===== config.mk =====
export PLATFORM = sky130hd
export DESIGN_NAME = shdlc_frame_encoder
export DESIGN_NICKNAME = d
export VERILOG_FILES = /design/src/sv/shdlc_pkg.sv /design/src/sv/shdlc_expand.sv /design/src/sv/shdlc_serial.sv /design/src/sv/shdlc_frame_encoder.sv
export SDC_FILE = /design/constraint.sdc
export NUM_CORES = 1
export LEC_CHECK = 0
export ABC_CLOCK_PERIOD_IN_PS = 5600
export BUFFER_PORTS_ARGS = -buffer_cell sky130_fd_sc_hd__buf_2
export CAP_MARGIN = 20
export CORE_MARGIN = 4
export CORE_UTILIZATION = 62
export DETAILED_ROUTE_END_ITERATION = 8
export MAX_ROUTING_LAYER = met4
export PLACE_DENSITY = 0.81
export SKIP_CTS_REPAIR_TIMING = 1
export SKIP_LAST_GASP = 1
export SYNTH_ARGS = -nofsm -noshare
export SYNTH_HDL_FRONTEND = slang
export SYNTH_SLANG_ARGS = --single-unit

===== constraint.sdc =====
create_clock -name i_clk -period 5.6 [get_ports i_clk]
set_input_delay 1.12 -clock i_clk [delete_from_list [all_inputs] [get_ports i_clk]]
set_output_delay 1.12 -clock i_clk [all_outputs]
set_load 0.01 [all_outputs]

===== src/sv/shdlc_pkg.sv =====
package shdlc_pkg;

    localparam logic [7:0] FLAG_BYTE   = 8'h7E;
    localparam logic [7:0] ESC_BYTE    = 8'h7D;
    localparam logic [7:0] XON_CODE    = 8'h11;
    localparam logic [7:0] XOFF_CODE   = 8'h13;
    localparam logic [7:0] FLAG_SUB    = 8'h5E;
    localparam logic [7:0] ESC_SUB     = 8'h5D;
    localparam logic [7:0] XON_SUB     = 8'h31;
    localparam logic [7:0] XOFF_SUB    = 8'h33;
    localparam logic [7:0] INVERT_MASK = 8'hFF;

    localparam int MAX_BEATS   = 6;
    localparam int BEAT_CNT_W  = $clog2(MAX_BEATS + 1);
    localparam int BEAT_IDX_W  = $clog2(MAX_BEATS);

    typedef struct packed {
        logic [7:0] content_byte;
        logic       first_byte;
        logic       last_byte;
    } t_in_beat;

    typedef struct packed {
        logic [7:0] wire_byte;
        logic       frame_end;
    } t_out_beat;

    typedef struct packed {
        t_out_beat [MAX_BEATS-1:0] beats;
        logic [BEAT_CNT_W-1:0]     count;
    } t_frag;

    typedef struct packed {
        logic       escape;
        logic [7:0] value;
    } t_stuffed;

    function automatic t_stuffed stuff_byte(input logic [7:0] b);
        t_stuffed s;
        s.escape = 1'b1;
        unique case (b)
            FLAG_BYTE: s.value = FLAG_SUB;
            ESC_BYTE:  s.value = ESC_SUB;
            XON_CODE:  s.value = XON_SUB;
            XOFF_CODE: s.value = XOFF_SUB;
            default: begin
                s.escape = 1'b0;
                s.value  = b;
            end
        endcase
        return s;
    endfunction

endpackage


===== src/sv/shdlc_expand.sv =====
module shdlc_expand (
    input  logic               i_clk,
    input  logic               i_rst_n,
    input  logic               i_accept,
    input  shdlc_pkg::t_in_beat i_beat,
    output shdlc_pkg::t_frag    o_frag
);
    import shdlc_pkg::*;

    logic [7:0]            r_sum;
    logic [7:0]            n_sum;
    logic [7:0]            sum_next;
    t_stuffed              data_st;
    t_stuffed              check_st;
    t_frag                 frag;
    logic [BEAT_CNT_W-1:0] n;

    always_comb begin
        sum_next = (i_beat.first_byte ? 8'h00 : r_sum) + i_beat.content_byte;
        n_sum    = i_beat.last_byte ? 8'h00 : sum_next;
        data_st  = stuff_byte(i_beat.content_byte);
        check_st = stuff_byte(sum_next ^ INVERT_MASK);
    end

    always_comb begin
        frag = '0;
        n    = '0;
        if (i_beat.first_byte) begin
            frag.beats[n[BEAT_IDX_W-1:0]] = '{wire_byte: FLAG_BYTE, frame_end: 1'b0};
            n = n + 1'b1;
        end
        if (data_st.escape) begin
            frag.beats[n[BEAT_IDX_W-1:0]] = '{wire_byte: ESC_BYTE, frame_end: 1'b0};
            n = n + 1'b1;
        end
        frag.beats[n[BEAT_IDX_W-1:0]] = '{wire_byte: data_st.value, frame_end: 1'b0};
        n = n + 1'b1;
        if (i_beat.last_byte) begin
            if (check_st.escape) begin
                frag.beats[n[BEAT_IDX_W-1:0]] = '{wire_byte: ESC_BYTE, frame_end: 1'b0};
                n = n + 1'b1;
            end
            frag.beats[n[BEAT_IDX_W-1:0]] = '{wire_byte: check_st.value, frame_end: 1'b0};
            n = n + 1'b1;
            frag.beats[n[BEAT_IDX_W-1:0]] = '{wire_byte: FLAG_BYTE, frame_end: 1'b1};
            n = n + 1'b1;
        end
        frag.count = n;
    end

    assign o_frag = frag;

    always_ff @(posedge i_clk) begin
        if (!i_rst_n) begin
            r_sum <= 8'h00;
        end else if (i_accept) begin
            r_sum <= n_sum;
        end
    end

endmodule


===== src/sv/shdlc_serial.sv =====
module shdlc_serial (
    input  logic                i_clk,
    input  logic                i_rst_n,
    input  logic                i_load,
    input  shdlc_pkg::t_frag     i_frag,
    output logic                o_free,
    output logic                o_out_valid,
    input  logic                i_out_ready,
    output shdlc_pkg::t_out_beat o_out_beat
);
    import shdlc_pkg::*;

    logic                  r_valid;
    logic                  n_valid;
    logic [BEAT_IDX_W-1:0] r_idx;
    logic [BEAT_IDX_W-1:0] n_idx;
    t_frag                 r_frag;
    logic                  take;
    logic                  done;
    logic [BEAT_CNT_W-1:0] last_idx;

    always_comb begin
        last_idx = r_frag.count - 1'b1;
        take     = r_valid && i_out_ready;
        done     = take && (BEAT_CNT_W'(r_idx) == last_idx);
        o_free   = !r_valid || done;
        n_valid  = i_load ? 1'b1 : (done ? 1'b0 : r_valid);
        if (i_load || done) begin
            n_idx = '0;
        end else if (take) begin
            n_idx = r_idx + 1'b1;
        end else begin
            n_idx = r_idx;
        end
    end

    assign o_out_valid = r_valid;
    assign o_out_beat  = r_frag.beats[r_idx];

    always_ff @(posedge i_clk) begin
        if (!i_rst_n) begin
            r_valid <= 1'b0;
            r_idx   <= '0;
        end else begin
            r_valid <= n_valid;
            r_idx   <= n_idx;
        end
    end

    always_ff @(posedge i_clk) begin
        if (i_load) begin
            r_frag <= i_frag;
        end
    end

endmodule


===== src/sv/shdlc_frame_encoder.sv =====
// The first line byte of an input beat appears in the cycle after the beat is accepted.
// An input beat produces 1 to 6 line bytes, which leave one per cycle while the output
// is ready; a content byte inside a frame produces 1, or 2 when it is escaped. The single
// output byte lane sets this rate.
// The next input beat is taken in the cycle the last line byte of the previous one leaves.
// Reset is synchronous and active low; it empties the output stage, zeroes the sum and
// holds the input not ready.
module shdlc_frame_encoder (
    input  logic                i_clk,
    input  logic                i_rst_n,
    input  logic                i_in_valid,
    output logic                o_in_ready,
    input  shdlc_pkg::t_in_beat  i_in_beat,
    output logic                o_out_valid,
    input  logic                i_out_ready,
    output shdlc_pkg::t_out_beat o_out_beat
);
    import shdlc_pkg::*;

    t_frag frag;
    logic  free;
    logic  accept;

    assign o_in_ready = free && i_rst_n;
    assign accept     = i_in_valid && o_in_ready;

    shdlc_expand u_expand (
        .i_clk    (i_clk),
        .i_rst_n  (i_rst_n),
        .i_accept (accept),
        .i_beat   (i_in_beat),
        .o_frag   (frag)
    );

    shdlc_serial u_serial (
        .i_clk       (i_clk),
        .i_rst_n     (i_rst_n),
        .i_load      (accept),
        .i_frag      (frag),
        .o_free      (free),
        .o_out_valid (o_out_valid),
        .i_out_ready (i_out_ready),
        .o_out_beat  (o_out_beat)
    );

endmodule

==> results.toml <==
[drt]
drt-initial-drc-count = 426
dr.pass1.iters = 6
wire_per_inst_microns = 20.7
wirelength_microns = 11200
drc_errors = 0
antenna_left = 0
vias = 3620
via_per_inst = 6.65

[clock_tree]
cts_tree = "yes"
cts_buffers = 9
cts_max_level = 3
worstSkewPairLatency_ns = 0.35
clkTransAtPathRegs_ns = 0.08
clock_sinks = 69
root_buffer = "clkbuf_8"
clock_path_buffers = 2

[power]
power.total_uw = 1280
power.static_leakage_uw = 0.00189
pwr_density_cell_nw_per_um2 = 261
vdd_drop_max_uv = 126

[floorplan]
core_area_sq_um = 6870
die-area_sq_um = 8560
initial_core_util_pct = 64.5
ios = 25
die_y_microns = 92.5
row_count = 30
die_x_microns = 92.5

[critical_path]
r2r-end = "u_serial.r_frag[29]"
r2r-start = "u_expand.r_sum[0]"
reg2reg_depth = 13
r2r_slack_ns = 1.44
slowest_delay_ns = 0.62
crit_fanout = 13
cp_slowest_cell = "fa_1"
startpoint_type = "input port"
end_kind = "register"
crit_chain = "buf_2 > nor2b_1 > ha_1 > fa_1 > a211oi_1 > or4b_1 > nand4_1 > and4_1 > o211a_4 > fa_1 > inv_1 > a2111oi_4 > o41ai_4 > a32o_1"
crit_arrival_ns = 4.93
cpMostUsedCell = "fa_1"
crit_type = "input port to register"
critPathRequiredTime_ns = 5.70

[synthesis]
syn-instance-count = 416
seq_area_frac_synth_pct = 44.1
yosysTopAreaCell = "edfxtp_1"
synth-edff-count = 57
yosys-top-cells-area = "edfxtp_1 (39%), dfxtp_1 (5.4%), mux4_2 (4.6%)"
yosys_warnings = 0
ys_ff_latch = 69
synth_ff_type = "edfxtp_1"
syn_area_sq_um = 4430
synth.distinct_cells = 72
synthArstFlopShare_pct = 0
syn_area_per_cell_sq_um = 10.6
synth_top_area_share_pct = 38.6

[grt]
grt_pass1_wl_microns = 18200
grtUsageTotal_pct = 28.5
use_met3_pct = 5.52
met1_usage_pct = 37.6
antenna_found_initial = 0
grt-ovfl-total = 0
met2_usage_pct = 45.5
gr-max-usage-layer = "met2"
grt_pass1_vias = 3443
grt_max_degree = 39

[hold_path]
holdPathEnd = "u_expand.r_sum[2]"
min_delay_path_depth = 1
hp-class = "register to register"
min-delay-start = "u_expand.r_sum[2]"

[sta]
maxSlewViolCount = 0
period_minus_slack_ns = 4.83
grt_setup_unrepaired = "no"
fin_tns_setup_ns = 0
max_slew_margin_pct = 34.6
setup-violations-final = 0
post-route-period-util_pct = 86.2
hold_viol_final = 0
tightest_slew_ns = 0.979
skew_ns = 0.00891
fmax_ghz = 0.207

[place]
place.gp.congestion = 0.969
dp_cells = 528
dp_hpwl_microns = 8060
dpl_cell_area_sq_um = 4680
port_buffers = 24

[final_layout]
area_growth_pct = 11.2
nFillCells = 492
fin_nets = 473
final_area_sq_um = 4920
drive_gt1_share_pct = 19.0
n_antenna_cell = 0
fin_cells = 544

[run_status]
status = "completed"

[run]
maxCapViolations = 0
## flip-flops by register name, indices dropped and copies added (netlist names)
| name | flops |
|---|---|
| u_serial.o_out_valid | 1 |
| u_serial.r_idx | 3 |
| u_expand.r_sum | 8 |
| u_serial.r_frag | 57 |
## worst max-delay path by stage
stage                     cells past startpoint  slack (ns)                  end    startpoint
after floorplan                              17        0.78  u_serial.r_frag[22]  i_in_beat[1]
after global placement                       14        0.58  u_serial.r_frag[29]  i_in_beat[1]
after detailed placement                     14        0.43  u_serial.r_frag[29]  i_in_beat[1]
after CTS                                    14        0.80  u_serial.r_frag[29]  i_in_beat[1]
after global routing                         16        0.56  u_serial.r_frag[19]  i_in_beat[1]
final                                        14        0.77  u_serial.r_frag[29]  i_in_beat[1]
## metal layers
metal	up-vias	routed length [microns]
li1	1630	-
met1	1749	4470
met2	213	5510
met3	28	997
met4	0	270
met5	-	0
## final cells by class
class / instances / area [sq um] / area share, %
clock buffer: 9 / 124 / 2.52
clock inverter: 7 / 123 / 2.49
inverter: 29 / 109 / 2.21
multi-input combinational: 297 / 2280 / 46.3
sequential: 69 / 1950 / 39.6
tap: 96 / 120 / 2.44
timing repair buffer: 37 / 218 / 4.42
## worst max-delay path: cells and delay by family
family	cells	cell delay [ns]
buffers and inverters	2	0.45
and+or+nand+nor	4	0.63
AOI/OAI and AO/OA	5	1.45
adders and majority gates	3	1.27
## report_power, final
part	internal, uW	switching (uW)	total (uW)
combinational	75.4	128	203
clock	298	197	495
sequential	579	7.07	586
## layout by cell type (no fill, tap or decap), types with 14 or more instances in the layout
cell type,count
buf_2,24
ha_1,14
mux2i_1,15
a21oi_1,17
nand3_1,14
nand2_1,26
o21ai_0,20
edfxtp_1,57
nor2_1,29
inv_1,29
## kinds of logic (layout without fill, tap and decap cells)
logic type	count (synthesis)	count (layout)	share of synthesized area, %
flops	69	69	44.1
simple gates	117	117	13.8
fa+ha+maj	16	16	4.86
compound gates	119	119	20.4
mux	30	30	9.58
other cells	1	2	0.0847
xor+xnor	13	13	2.57
buf+inv	51	82	4.60
## stage by stage
step	hold WS [ns]	util (%)	worst slack, ns
after floorplan	0.441	-	0.777
after global placement	0.458	68.1	0.576
after detailed placement	0.461	68.1	0.432
after CTS	0.484	71.7	0.798
after global routing	0.496	71.7	0.562
final	0.482	71.7	0.770
## cell usage after synthesis, types with 11 or more instances
| master | n |
|---|---|
| edfxtp_1 | 57 |
| inv_1 | 29 |
| nor2_1 | 29 |
| nand2_1 | 26 |
| o21ai_0 | 20 |
| a21oi_1 | 17 |
| mux2i_1 | 15 |
| clkbuf_1 | 14 |
| ha_1 | 14 |
| nand3_1 | 14 |
| dfxtp_1 | 12 |
| nor2b_1 | 11 |
| o22ai_1 | 11 |
Note: power is estimated with default switching activity, not from simulation.
